## src/rtl/assert_macros.svh

```systemverilog
// Assertion helpers for the RTL files; ifba_ctrl includes them.
`ifndef ASSERT_MACROS_SVH
`define ASSERT_MACROS_SVH

// The property holds at every clock edge outside reset.
`define ASSERT_ALWAYS(label, clk, rst_n, prop, msg) \
    label: assert property (@(posedge clk) disable iff (!rst_n) (prop)) else $error(msg);

// The antecedent implies the consequent in the cycle after it.
`define ASSERT_NEXT(label, clk, rst_n, ante, cons, msg) \
    label: assert property (@(posedge clk) disable iff (!rst_n) (ante) |=> (cons)) \
        else $error(msg);

`endif

```

## src/rtl/ifba_pkg.sv

```systemverilog
// ----------------------------------------------------------------------------
// ifba_pkg
// Types and constants of the indexed file block allocator.
// ----------------------------------------------------------------------------
package ifba_pkg;

    localparam int NUM_ENTRIES     = 16;
    localparam int NUM_DISK_BLOCKS = 128;
    localparam int MAX_FILE_BLOCKS = 8;
    localparam int NAME_CHARS      = 7;

    localparam int SLOT_W  = $clog2(NUM_ENTRIES);
    localparam int BLK_W   = $clog2(NUM_DISK_BLOCKS);
    localparam int FBI_W   = $clog2(MAX_FILE_BLOCKS);
    localparam int LIST_W  = SLOT_W + FBI_W;
    localparam int NAME_W  = 56;
    localparam int CNT_W   = 4;
    localparam int FREE_W  = BLK_W + 1;
    localparam int SCNT_W  = (SLOT_W > BLK_W ? SLOT_W : BLK_W) + 1;

    typedef logic [1:0] t_cmd;
    localparam t_cmd CMD_CREATE = 2'd0;
    localparam t_cmd CMD_DELETE = 2'd1;
    localparam t_cmd CMD_READ   = 2'd2;
    localparam t_cmd CMD_WRITE  = 2'd3;

    typedef logic [2:0] t_status;
    localparam t_status ST_OK        = 3'd0;
    localparam t_status ST_TOO_MANY  = 3'd1;
    localparam t_status ST_EXISTS    = 3'd2;
    localparam t_status ST_NO_SPACE  = 3'd3;
    localparam t_status ST_NO_ENTRY  = 3'd4;
    localparam t_status ST_NOT_FOUND = 3'd5;
    localparam t_status ST_BAD_BLOCK = 3'd6;

    // Commands from the controller to the datapath.
    typedef struct packed {
        logic load;       // capture the input item, clear scan counter
        logic scan_step;  // compare one entry, advance counter
        logic alloc_step; // test one disk block, take it if needed
        logic free_step;  // release one block of the found file
        logic commit;     // write the new entry
        logic drop;       // mark the found entry unused
        logic rd_list;    // start a block-list read at the lookup index
    } t_cmd_bus;

    // Status from the datapath to the controller.
    typedef struct packed {
        t_cmd cmd;
        logic cnt_bad;    // count above the per-file limit
        logic scan_last;  // scan counter at its last entry
        logic found;      // name match seen
        logic empty_seen; // an unused entry exists
        logic space_ok;   // enough free blocks
        logic alloc_done; // all requested blocks taken
        logic free_done;  // all blocks of the file released
        logic idx_bad;    // lookup index beyond the file
    } t_stat_bus;

    function automatic logic [NAME_W-1:0] canon_name(input logic [NAME_W-1:0] v);
        logic [NAME_W-1:0] out;
        logic              live;
        out  = '0;
        live = 1'b1;
        for (int b = 0; b < NAME_CHARS; b++) begin
            if (v[8*b +: 8] == 8'd0) live = 1'b0;
            if (live) out[8*b +: 8] = v[8*b +: 8];
        end
        return out;
    endfunction

endpackage

```

## src/rtl/ifba_ctrl.sv

```systemverilog
// ----------------------------------------------------------------------------
// ifba_ctrl
// Sequencer of the allocator: runs scan, allocate, free and lookup phases.
// ----------------------------------------------------------------------------
`include "assert_macros.svh"

module ifba_ctrl (
    input  logic                i_clk,
    input  logic                i_rst_n,
    input  logic                i_in_valid,
    output logic                o_in_stall,
    output logic                o_out_valid,
    input  logic                i_out_stall,
    input  ifba_pkg::t_stat_bus i_stat,
    output ifba_pkg::t_cmd_bus  o_cmd,
    output ifba_pkg::t_status   o_status,
    output logic                o_use_slot,
    output logic                o_use_blk
);
    import ifba_pkg::*;

    typedef enum logic [6:0] {
        S_IDLE  = 7'b0000001,
        S_SCAN  = 7'b0000010,
        S_ALLOC = 7'b0000100,
        S_FREE  = 7'b0001000,
        S_LOOK  = 7'b0010000,
        S_RD    = 7'b0100000,
        S_OUT   = 7'b1000000
    } t_state;

    t_state  r_state, n_state;
    t_status r_status, n_status;
    logic    r_use_slot, n_use_slot;
    logic    r_use_blk, n_use_blk;

    assign o_in_stall  = (r_state != S_IDLE);
    assign o_out_valid = (r_state == S_OUT);
    assign o_status    = r_status;
    assign o_use_slot  = r_use_slot;
    assign o_use_blk   = r_use_blk;

    always_comb begin
        n_state    = r_state;
        n_status   = r_status;
        n_use_slot = r_use_slot;
        n_use_blk  = r_use_blk;
        o_cmd      = '0;
        unique case (r_state)
            S_IDLE: begin
                if (i_in_valid) begin
                    o_cmd.load = 1'b1;
                    n_state    = S_SCAN;
                end
            end
            S_SCAN: begin
                o_cmd.scan_step = 1'b1;
                if (i_stat.scan_last) begin
                    n_use_slot = 1'b0;
                    n_use_blk  = 1'b0;
                    n_state    = S_OUT;
                    if (i_stat.cmd == CMD_CREATE) begin
                        if (i_stat.cnt_bad) n_status = ST_TOO_MANY;
                        else if (i_stat.found) n_status = ST_EXISTS;
                        else if (!i_stat.space_ok) n_status = ST_NO_SPACE;
                        else if (!i_stat.empty_seen) n_status = ST_NO_ENTRY;
                        else begin
                            n_status   = ST_OK;
                            n_use_slot = 1'b1;
                            n_state    = S_ALLOC;
                        end
                    end else if (!i_stat.found) begin
                        n_status = ST_NOT_FOUND;
                    end else if (i_stat.cmd == CMD_DELETE) begin
                        n_status   = ST_OK;
                        n_use_slot = 1'b1;
                        n_state    = S_FREE;
                    end else begin
                        n_state = S_LOOK;
                    end
                end
            end
            S_ALLOC: begin
                if (i_stat.alloc_done) begin
                    o_cmd.commit = 1'b1;
                    n_state      = S_OUT;
                end else begin
                    o_cmd.alloc_step = 1'b1;
                end
            end
            S_FREE: begin
                if (i_stat.free_done) begin
                    o_cmd.drop = 1'b1;
                    n_state    = S_OUT;
                end else begin
                    o_cmd.free_step = 1'b1;
                end
            end
            S_LOOK: begin
                if (i_stat.idx_bad) begin
                    n_status = ST_BAD_BLOCK;
                    n_state  = S_OUT;
                end else begin
                    o_cmd.rd_list = 1'b1;
                    n_status      = ST_OK;
                    n_use_slot    = 1'b1;
                    n_use_blk     = 1'b1;
                    n_state       = S_RD;
                end
            end
            S_RD: n_state = S_OUT;
            S_OUT: begin
                if (!i_out_stall) n_state = S_IDLE;
            end
            default: n_state = S_IDLE;
        endcase
    end

    always_ff @(posedge i_clk) begin
        if (!i_rst_n) begin
            r_state    <= S_IDLE;
            r_status   <= ST_OK;
            r_use_slot <= 1'b0;
            r_use_blk  <= 1'b0;
        end else begin
            r_state    <= n_state;
            r_status   <= n_status;
            r_use_slot <= n_use_slot;
            r_use_blk  <= n_use_blk;
        end
    end

    `ASSERT_ALWAYS(a_blk_ok, i_clk, i_rst_n, !(o_out_valid && o_use_blk) || r_status == ST_OK, "block shown with error")
    `ASSERT_NEXT(a_out_hold, i_clk, i_rst_n, o_out_valid && i_out_stall, o_out_valid && $stable(r_status), "result dropped")
    `ASSERT_ALWAYS(a_one_step, i_clk, i_rst_n, $countones({o_cmd.alloc_step, o_cmd.free_step, o_cmd.scan_step}) <= 1, "two phases at once")

endmodule

```

## src/rtl/ifba_dp.sv

```systemverilog
// ----------------------------------------------------------------------------
// ifba_dp
// Datapath: directory, free map, block list memory and their counters.
// ----------------------------------------------------------------------------
module ifba_dp (
    input  logic                          i_clk,
    input  logic                          i_rst_n,
    input  ifba_pkg::t_cmd                i_command,
    input  logic [ifba_pkg::NAME_W-1:0]   i_file_name,
    input  logic [ifba_pkg::CNT_W-1:0]    i_block_count,
    input  logic [2:0]                    i_block_index,
    input  ifba_pkg::t_cmd_bus            i_cmd,
    output ifba_pkg::t_stat_bus           o_stat,
    output logic [ifba_pkg::SLOT_W-1:0]   o_slot,
    output logic [ifba_pkg::BLK_W-1:0]    o_blk
);
    import ifba_pkg::*;

    logic [NUM_DISK_BLOCKS-1:0] r_free;
    logic [FREE_W-1:0]          r_nfree;
    logic [NUM_ENTRIES-1:0]     r_inuse;
    logic [NAME_W-1:0]          r_names [NUM_ENTRIES];
    logic [CNT_W-1:0]           r_counts [NUM_ENTRIES];
    logic [BLK_W-1:0]           r_list [NUM_ENTRIES*MAX_FILE_BLOCKS];

    t_cmd              r_cmd;
    logic [NAME_W-1:0] r_name;
    logic [CNT_W-1:0]  r_cnt;
    logic [2:0]        r_idx;
    logic [SCNT_W-1:0] r_ptr;
    logic [FBI_W:0]    r_k;
    logic              r_found, r_empty;
    logic [SLOT_W-1:0] r_fslot, r_eslot;
    logic [CNT_W-1:0]  r_fcnt;
    logic [BLK_W-1:0]  r_rd;
    logic [BLK_W-1:0]  r_fblk;
    logic              r_fblk_ok;

    logic [SLOT_W-1:0] w_sidx;
    logic [BLK_W-1:0]  w_bidx;
    logic [LIST_W-1:0] w_eaddr, w_faddr, w_laddr;
    logic              w_take;
    logic              w_fmore;

    assign w_sidx  = r_ptr[SLOT_W-1:0];
    assign w_bidx  = r_ptr[BLK_W-1:0];
    assign w_eaddr = {r_eslot, r_k[FBI_W-1:0]};
    assign w_faddr = {r_fslot, r_k[FBI_W-1:0]};
    assign w_laddr = {r_fslot, r_idx[FBI_W-1:0]};
    assign w_take  = i_cmd.alloc_step && r_free[w_bidx];
    // Blocks of the found file remain to be read from the list.
    assign w_fmore = ((FBI_W+1 > CNT_W ? FBI_W+1 : CNT_W)'(r_k) <
                      (FBI_W+1 > CNT_W ? FBI_W+1 : CNT_W)'(r_fcnt));

    assign o_stat.cmd        = r_cmd;
    assign o_stat.cnt_bad    = ({1'b0, r_cnt} > (CNT_W+1)'(MAX_FILE_BLOCKS));
    assign o_stat.scan_last  = (r_ptr == SCNT_W'(NUM_ENTRIES-1));
    assign o_stat.found      = r_found ||
                               (r_inuse[w_sidx] && r_names[w_sidx] == r_name);
    assign o_stat.empty_seen = r_empty || !r_inuse[w_sidx];
    assign o_stat.space_ok   = (r_nfree >= FREE_W'(r_cnt));
    assign o_stat.alloc_done = ((FBI_W+1 > CNT_W ? FBI_W+1 : CNT_W)'(r_k) >=
                                (FBI_W+1 > CNT_W ? FBI_W+1 : CNT_W)'(r_cnt));
    assign o_stat.free_done  = !w_fmore && !r_fblk_ok;
    assign o_stat.idx_bad    = ({1'b0, r_idx} >= (CNT_W+1)'(r_fcnt)) ||
                               (32'(r_idx) >= MAX_FILE_BLOCKS);

    assign o_slot = r_found ? r_fslot : r_eslot;
    assign o_blk  = r_rd;

    // Control registers.
    always_ff @(posedge i_clk) begin
        if (!i_rst_n) begin
            r_free    <= {{(NUM_DISK_BLOCKS-1){1'b1}}, 1'b0};
            r_nfree   <= FREE_W'(NUM_DISK_BLOCKS-1);
            r_inuse   <= '0;
            r_ptr     <= '0;
            r_k       <= '0;
            r_found   <= 1'b0;
            r_empty   <= 1'b0;
            r_fblk_ok <= 1'b0;
        end else begin
            if (i_cmd.load) begin
                r_ptr   <= '0;
                r_k     <= '0;
                r_found <= 1'b0;
                r_empty <= 1'b0;
            end
            if (i_cmd.scan_step) begin
                if (!r_found && r_inuse[w_sidx] && r_names[w_sidx] == r_name)
                    r_found <= 1'b1;
                if (!r_empty && !r_inuse[w_sidx]) r_empty <= 1'b1;
                // After the scan the pointer walks disk blocks from block 1.
                r_ptr <= o_stat.scan_last ? SCNT_W'(1) : r_ptr + 1'b1;
            end
            if (i_cmd.alloc_step) begin
                r_ptr <= r_ptr + 1'b1;
                if (w_take) begin
                    r_free[w_bidx] <= 1'b0;
                    r_nfree        <= r_nfree - 1'b1;
                    r_k            <= r_k + 1'b1;
                end
            end
            // Freeing is a two-step pipeline: read the list, then set the free bit.
            r_fblk_ok <= i_cmd.free_step && w_fmore;
            if (i_cmd.free_step && w_fmore) r_k <= r_k + 1'b1;
            if (r_fblk_ok) begin
                r_free[r_fblk] <= 1'b1;
                r_nfree        <= r_nfree + 1'b1;
            end
            if (i_cmd.commit) r_inuse[r_eslot] <= 1'b1;
            if (i_cmd.drop)   r_inuse[r_fslot] <= 1'b0;
        end
    end

    // Payload registers and stores.
    always_ff @(posedge i_clk) begin
        if (i_cmd.load) begin
            r_cmd  <= i_command;
            r_name <= canon_name(i_file_name);
            r_cnt  <= i_block_count;
            r_idx  <= i_block_index;
        end
        if (i_cmd.scan_step) begin
            if (!r_found && r_inuse[w_sidx] && r_names[w_sidx] == r_name) begin
                r_fslot <= w_sidx;
                r_fcnt  <= r_counts[w_sidx];
            end
            if (!r_empty && !r_inuse[w_sidx]) r_eslot <= w_sidx;
        end
        if (w_take) r_list[w_eaddr] <= w_bidx;
        if (i_cmd.commit) begin
            r_names[r_eslot]  <= r_name;
            r_counts[r_eslot] <= r_cnt;
        end
        if (i_cmd.free_step) r_fblk <= r_list[w_faddr];
        if (i_cmd.rd_list)   r_rd   <= r_list[w_laddr];
        if (i_cmd.drop)      r_counts[r_fslot] <= '0;
    end

endmodule

```

## src/rtl/indexed_file_block_allocator.sv

```systemverilog
// ----------------------------------------------------------------------------
// indexed_file_block_allocator
// File directory with a free-block bitmap and per-file block lists.
// ----------------------------------------------------------------------------
// One input channel carries a command (create, delete, read or write lookup)
// with a name, a block count and a file block index. One output channel
// returns a status, the entry slot and the physical block for every command.
// Only one command is in flight at a time: input stall is high from the
// accepting edge until the result transfer completes.
// Every command first walks the 16 directory entries, one a cycle. A create
// that passes its checks then walks the disk bitmap from block 1 up to the
// last block taken, one block a cycle, and then writes the entry. A delete
// of a found file reads each of its blocks from the list and frees it, then
// marks the entry unused. A lookup checks the block index and then reads the
// list memory. The next command is accepted in the cycle after the result
// transfer at the earliest.
// Reset empties the directory and frees every disk block but block 0; it is
// done at once, without a clearing pass. While the receiver stalls, the result
// holds and no new command is accepted.
module indexed_file_block_allocator (
    input  logic                        i_clk,
    input  logic                        i_rst_n,
    input  logic                        i_in_valid,
    output logic                        o_in_stall,
    input  logic [1:0]                  i_command,
    input  logic [ifba_pkg::NAME_W-1:0] i_file_name,
    input  logic [3:0]                  i_block_count,
    input  logic [2:0]                  i_block_index,
    output logic                        o_out_valid,
    input  logic                        i_out_stall,
    output logic [2:0]                  o_status,
    output logic [3:0]                  o_file_slot,
    output logic [6:0]                  o_physical_block
);
    import ifba_pkg::*;

    t_cmd_bus          w_cmd;
    t_stat_bus         w_stat;
    t_status           w_status;
    logic              w_use_slot, w_use_blk;
    logic [SLOT_W-1:0] w_slot;
    logic [BLK_W-1:0]  w_blk;

    ifba_ctrl u_ctrl (
        .i_clk       (i_clk),
        .i_rst_n     (i_rst_n),
        .i_in_valid  (i_in_valid),
        .o_in_stall  (o_in_stall),
        .o_out_valid (o_out_valid),
        .i_out_stall (i_out_stall),
        .i_stat      (w_stat),
        .o_cmd       (w_cmd),
        .o_status    (w_status),
        .o_use_slot  (w_use_slot),
        .o_use_blk   (w_use_blk)
    );

    ifba_dp u_dp (
        .i_clk         (i_clk),
        .i_rst_n       (i_rst_n),
        .i_command     (i_command),
        .i_file_name   (i_file_name),
        .i_block_count (i_block_count),
        .i_block_index (i_block_index),
        .i_cmd         (w_cmd),
        .o_stat        (w_stat),
        .o_slot        (w_slot),
        .o_blk         (w_blk)
    );

    assign o_status         = w_status;
    assign o_file_slot      = w_use_slot ? 4'(w_slot) : 4'd0;
    assign o_physical_block = w_use_blk ? 7'(w_blk) : 7'd0;

endmodule

```

## config.mk

```make
export PLATFORM = sky130hd
export DESIGN_NAME = indexed_file_block_allocator
export DESIGN_NICKNAME = d
export VERILOG_FILES = /design/src/rtl/ifba_pkg.sv /design/src/rtl/ifba_ctrl.sv /design/src/rtl/ifba_dp.sv /design/src/rtl/indexed_file_block_allocator.sv
export VERILOG_INCLUDE_DIRS = /design/src /design/src/rtl
export SDC_FILE = /design/constraint.sdc
export NUM_CORES = 2
export LEC_CHECK = 0
export BUFFER_PORTS_ARGS = -buffer_cell sky130_fd_sc_hd__clkbuf_2
export CELL_PAD_IN_SITES_DETAIL_PLACEMENT = 0
export CELL_PAD_IN_SITES_GLOBAL_PLACEMENT = 2
export CORE_MARGIN = 2
export CORE_UTILIZATION = 35
export DETAILED_ROUTE_END_ITERATION = 10
export GPL_TIMING_DRIVEN = 0
export PLACE_DENSITY_LB_ADDON = 0.1
export SLEW_MARGIN = 20
export SYNTH_ARGS = -nofsm -noshare
export SYNTH_HDL_FRONTEND = slang
export SYNTH_SLANG_ARGS = --single-unit
```

## constraint.sdc

```tcl
create_clock -name i_clk -period 9.2 [get_ports i_clk]
set_input_delay 1.84 -clock i_clk [delete_from_list [all_inputs] [get_ports i_clk]]
set_output_delay 1.84 -clock i_clk [all_outputs]
set_load 0.01 [all_outputs]
```

-- Word-level counts from Yosys, hierarchy flattened
Memories as Yosys holds them, arrays and structs flattened. A register that Yosys moved wholly into a read port is not among the register bits.
Index checks and enable logic that the tools add are counted.
- register bits after elaboration: 252
- RAM bits: 1856
- bits of input ports: 69
- output and inout bits: 16
- word-level logic and storage cells: 219
- memories kept: 3
- memories (name ; words ; bits a word ; read ports ; clocked after memory_dff ; wr ports ; line ; RTL):
    u_dp.r_list ; 128 ; 7 ; 2 ; 2 ; 1 ; ifba_dp.sv:24 ; logic [BLK_W-1:0] r_list [NUM_ENTRIES*MAX_FILE_BLOCKS];
    u_dp.r_names ; 16 ; 56 ; 1 ; 1 ; 1 ; ifba_dp.sv:22 ; logic [NAME_W-1:0] r_names [NUM_ENTRIES];
    u_dp.r_counts ; 16 ; 4 ; 1 ; 1 ; 1 ; ifba_dp.sv:23 ; logic [CNT_W-1:0] r_counts [NUM_ENTRIES];
- $add $sub $neg: 4
- order comparisons: 14
- equal/unequal tests: 18
- multiplexer cells: 113
- bitwise operators: 6
- reduce and logical (&&, ||, !) cells: 37
- operator list (operator ; number):
    $mux 128 ; 4
    $and 128x128->128 ; 1
    $not 128->128 ; 1
    $or 128x128->128 ; 1
    $mux 7 ; 13
    $eq 56x56->1 ; 1
    $logic_not 8->1 ; 7
    $mux 1 ; 56
    $mux 8 ; 7
    $pmux 7 s7 ; 1
    $mux 16 ; 3
    $mux 4 ; 10
    $mux 3 ; 9
    $add 8x1->8 const B ; 2
    $and 16x16->16 ; 1
    $lt 7x8->1 const B ; 2
    $not 16->16 ; 1
    $or 16x16->16 ; 1
    $lt 4x5->1 const B ; 3
    $demux 1 s7 ; 2
    $ge 7x1->1 const B ; 2
    $logic_and 1x1->1 ; 11
    $demux 1 s4 ; 2
    $eq 8x4->1 const B ; 1
    other kinds (34) ; 50

-- Logic depth before layout (Yosys ltp)
- depth after elaboration: 15
- depth in mapped cells: 17
- gate-level depth less buffers: 12

-- Hierarchy
From an unflattened synthesis, not the netlist that was laid out.
- cells, all modules: 5781
- area total of the unflattened synthesis: 91282.5 um2
- modules (own cells, without submodules) (module ; instances ; cells an instance ; area an instance (um2) ; seq. area each (um2)):
    ifba_dp ; 1 ; 5665 ; 90365.4 ; 61248.7
    ifba_ctrl ; 1 ; 105 ; 848.3 ; 240.2
    indexed_file_block_allocator ; 1 ; 11 ; 68.8 ; 0.0

-- Least setup slack after synthesis
Ideal clock, no wire load.
- path type: reg2reg
- start point: register u_dp.r_k[0]
- end point: register u_dp.r_inuse[3]
- setup time: 75 ps
- arrival time: 6265 ps
- data required time: 9125 ps
- path slack: 2860 ps
- stages on the path, launching flop included: 13
- buffers on the path: 2
- period minus slack after synthesis: 6340 ps
- cells stage by stage: dfxtp_1 > clkbuf_1 > inv_1 > ha_1 > nand2b_1 > a21o_1 > a21o_1 > a21oi_1 > nor2b_1 > clkbuf_1 > nand2_1 > nor3_1 > o221a_2
- word-level cells in the longest chain between the ends: 7
- elaborated cells between the ends (all ways): 12
- classes of those cells: order compare (2); mux (7); bitwise (1); reduce/logical (2)
- ends and longest elaborated chain (item ; line ; RTL):
    start, declared ; ifba_dp.sv:31 ; logic [FBI_W:0] r_k;
    start signal, assigned ; ifba_dp.sv:101 ; r_k <= r_k + 1'b1;
    start signal, assigned ; ifba_dp.sv:106 ; if (i_cmd.free_step && w_fmore) r_k <= r_k + 1'b1;
    $ge 4x4->1 ; ifba_dp.sv:62 ; assign o_stat.alloc_done = ((FBI_W+1 > CNT_W ? FBI_W+1 : CNT_W)'(r_k) >=
    $mux 1 ; ifba_ctrl.sv:84 ; if (i_stat.alloc_done) begin
    $mux 1 ; ifba_ctrl.sv:49 ; unique case (r_state)
    $mux 16 ; ifba_dp.sv:111 ; if (i_cmd.commit) r_inuse[r_eslot] <= 1'b1;
    $mux 16 ; ifba_dp.sv:73 ; if (!i_rst_n) begin
    $and 16x16->16 (no line) ; n/a ;
    $mux 16 * ; ifba_dp.sv:112 ; if (i_cmd.drop) r_inuse[r_fslot] <= 1'b0;
    end signal, assigned ; ifba_dp.sv:76 ; r_inuse <= '0;
    end signal, assigned by index ; ifba_dp.sv:111 ;
    end signal, assigned by index ; ifba_dp.sv:112 ;
    end, declared ; ifba_dp.sv:21 ; logic [NUM_ENTRIES-1:0] r_inuse;
Mark *: on every way between the ends. The rest lies on a longest branch, timed or not. The select of a mux whose other input is x is not followed.
A chain may end at the register's enable or synchronous reset.

-- Worst setup path after layout
- start point: register u_dp.r_fslot[1]
- end point: output port o_file_slot[1]
- word-level cells in the longest chain between the ends: 2
- ends and longest elaborated chain (item ; line ; RTL):
    start, declared ; ifba_dp.sv:33 ; logic [SLOT_W-1:0] r_fslot, r_eslot;
    start signal, assigned ; ifba_dp.sv:126 ; r_fslot <= w_sidx;
    $mux 4 ; ifba_dp.sv:68 ; assign o_slot = r_found ? r_fslot : r_eslot;
    $mux 4 ; indexed_file_block_allocator.sv:72 ; assign o_file_slot = w_use_slot ? 4'(w_slot) : 4'd0;
    end, declared ; indexed_file_block_allocator.sv:32 ; output logic [3:0] o_file_slot,
No other way between the ends.

==> flow_summary.ini <==
[sta]
rsz0062_at_grt = no
period_share_pct = 81.81
fmax_mhz = 132.9
setup_slack_ns = 1.674
setup_viol = 0
hold_viol_final = 0
worst_pin_slew_ns = 1.301
slew_violations = 0
finClkSkew_ns = 0.05900
fin_crit_ns = 7.526
slew_headroom_pct = 13.26

[logic_synthesis]
syn_area_um2 = 91400
synthFlopType = edfxtp_1
synth_cell_types = 95
synth_nets = 5619
async_reset_ff_share_pct = 0
synth_top_area_share_pct = 63.96
synth_edf_count = 1947
syn-mean-instance-area_um2 = 16.54
ys_seq_elements = 2130
synth_area_leaders = edfxtp_1, mux4_2, dfxtp_1
synth_largest_area_cell = edfxtp_1
postSynthCellCount = 5527
ys_seq_area_share_pct = 67.97
yosysMostFrequentCell = edfxtp_1
ys_warn_count = 0
synth_top_cells_by_count = edfxtp_1, mux4_2, a22oi_1, nand2_1, nor2_1

[drt]
drt_iter0_markers = 9255
met1_length_um = 163500
drt-vias-per-instance = 6.271
route.met2.wl_um = 188000
num_vias = 60371
wl_met3_um = 33840
drc = 0
drtPass1Iterations = 7
routed_wl_um = 404900
ant_nets = 0
wire_per_inst_um = 42.05
dr.max_layer_used = met5

[final_layout]
syn_to_final_growth_pct = 17.53
fin_cells = 9627
finalNetCount = 6110
drive_above_1_share_pct = 23.70
final_area_um2 = 107400
fin_util_pct = 41.36

[floorplanning]
die_h_um = 515.0
die_width_um = 515.0
io_pins = 85
dieArea_um2 = 265300
row_count = 187
coreArea_um2 = 259700
initial_core_util_pct = 35.19

[global_routing]
grt-ovfl-total = 0
grt_antenna_before_repair = 19
grt_usage_pct = 30.00
grt_pass1_wl_um = 536100
grt_pass1_vias = 58167
grt_max_degree = 79

[clock_network]
cts-resized-gates = 0
root_buffer = clkbuf_16
cts.path.max_buffers = 4
insertion_delay_ns = 0.92
cts.sinks = 2130
cts-hold-fix-buffers = 0
cts_tree = built
cts_buffers = 242
clkSlewWorstSetupHoldPaths_ns = 0.06
htreeDepth = 4
cts_setup_buffers = 0

[placement]
place_area_um2 = 99470
gp_congestion = 0.9553
dp_hpwl_um = 283600
dp.cells = 9176
io_buffers = 84
dpl_worst_slack_ns = 2.195

[worst_hold_path]
hold_class = reg -> reg
hold_depth = 2

[power]
p_clk_share_pct = 44.2
pwr-share-seq_pct = 48.9
p_leak_nw = 33.52
sw_frac_of_total_pct = 23.66
power.density_nw_per_um2 = 207.7
combPwrFrac_pct = 7.0
irDropWorstVdd_mv = 0.1621
netSwitchingPower_mw = 5.280
p_int_mw = 17.03

[critical_path]
worstRegToRegCells = 9
worstPathRequired_ns = 7.36
cp_max_fo = 10
crit_arrival_ns = 5.69
worstSetupPathType = reg -> out
cp-end-kind = output port
worstSetupStartpointType = register

[job]
drv_cap = 0

[run_status]
outcome = complete, no violations
==> layout by cell type (no fill, tap or decap), types with 64 or more instances in the layout <==
| cell | n |
|---|---|
| nor2_1 | 223 |
| mux4_2 | 491 |
| and2_1 | 64 |
| a22oi_1 | 409 |
| mux2i_1 | 191 |
| a21oi_1 | 67 |
| clkbuf_16 | 247 |
| a221oi_1 | 66 |
| buf_4 | 75 |
| buf_2 | 96 |
| clkbuf_1 | 175 |
| nand2_1 | 289 |
| o21ai_0 | 199 |
| nand4_1 | 109 |
| dfxtp_1 | 176 |
| nand3_1 | 166 |
| edfxtp_1 | 1947 |
| clkbuf_2 | 177 |
==> sequential cells by signal, summed over array words and instances (netlist names), 7 cells and up, named ones only <==
name            cells
u_dp.r_inuse       16
u_dp.r_fblk         7
u_dp.r_free       128
u_dp.r_nfree        8
u_dp.r_names      896
u_ctrl.r_state      7
u_dp.r_list       896
u_dp.r_counts      64
u_dp.r_ptr          8
u_dp.r_name        56
u_dp.o_blk          7
==> power by group through the flow <==
stage | Combinational, mW | Clock, mW | Sequential, mW
6_report | 1.55 | 9.86 | 10.9
5_1_grt | 1.57 | 10.3 | 10.9
4_1_cts | 1.53 | 9.95 | 10.9
3_5_place_dp | 1.53 | 0 | 11.1
3_3_place_gp | 1.44 | 0 | 11.1
2_1_floorplan | 0.767 | 0 | 11.0
==> critical path, stage by stage (launching register included) <==
cell and delay, ns:
edfxtp_1 0.38, clkbuf_1 0.68, buf_2 0.71, clkbuf_1 0.76, buf_2 0.61, buf_1 0.85
mux2i_1 0.18, nor2b_1 0.37, clkbuf_2 0.21
==> final timing paths <==
kind                   startpoint                  to  slack (ns)
hold / removal    u_dp.r_free[46]     u_dp.r_free[46]        0.48
setup / recovery  u_dp.r_fslot[1]      o_file_slot[1]        1.67
setup reg to reg      u_dp.r_k[2]  u_dp.r_list[86][3]        1.70
hold reg to reg   u_dp.r_free[46]     u_dp.r_free[46]        0.48
==> final cells by class <==
class | instances | area (um2)
timing repair buffer | 247 | 3342
clock buffer | 293 | 6394
fill | 23395 | 152300
sequential | 2130 | 62160
inverter | 32 | 125.1
tap | 3402 | 4257
multi-input combinational | 2981 | 27650
buffer | 384 | 1966
clock inverter | 143 | 1505
antenna | 15 | 37.54
==> layer usage <==
metal | GRT usage (%) | vias to the layer above
li1 | - | 23766
met3 | 6.270 | 758
met1 | 39.88 | 32367
met2 | 47.58 | 3470
met4 | 12.85 | 10
met5 | 0 | -
==> through the flow <==
stage	TNS, ns	hold slack, ns	power (mW)
3_3_place_gp	-3429.15	0.4708	12.57
5_1_grt	0	0.5054	22.80
3_5_place_dp	0	0.4788	12.63
6_report	0	0.4849	22.31
2_1_floorplan	0	0.4567	11.77
4_1_cts	0	0.4875	22.38
==> cell families (layout without fill, tap and decap cells) <==
family / count (synthesis) / after routing / synth area share [%]
AOI/OAI and AO/OA: 1015 / 1015 / 7.896
adders and majority gates: 23 / 23 / 0.3230
muxes: 745 / 745 / 14.98
buffers and inverters: 416 / 1099 / 2.085
xor gates and xnor gates: 66 / 66 / 0.6324
and+or+nand+nor: 1132 / 1132 / 6.109
other: 0 / 15 / 0
DFF: 2130 / 2130 / 67.97
(Power assumes the default switching activity.)
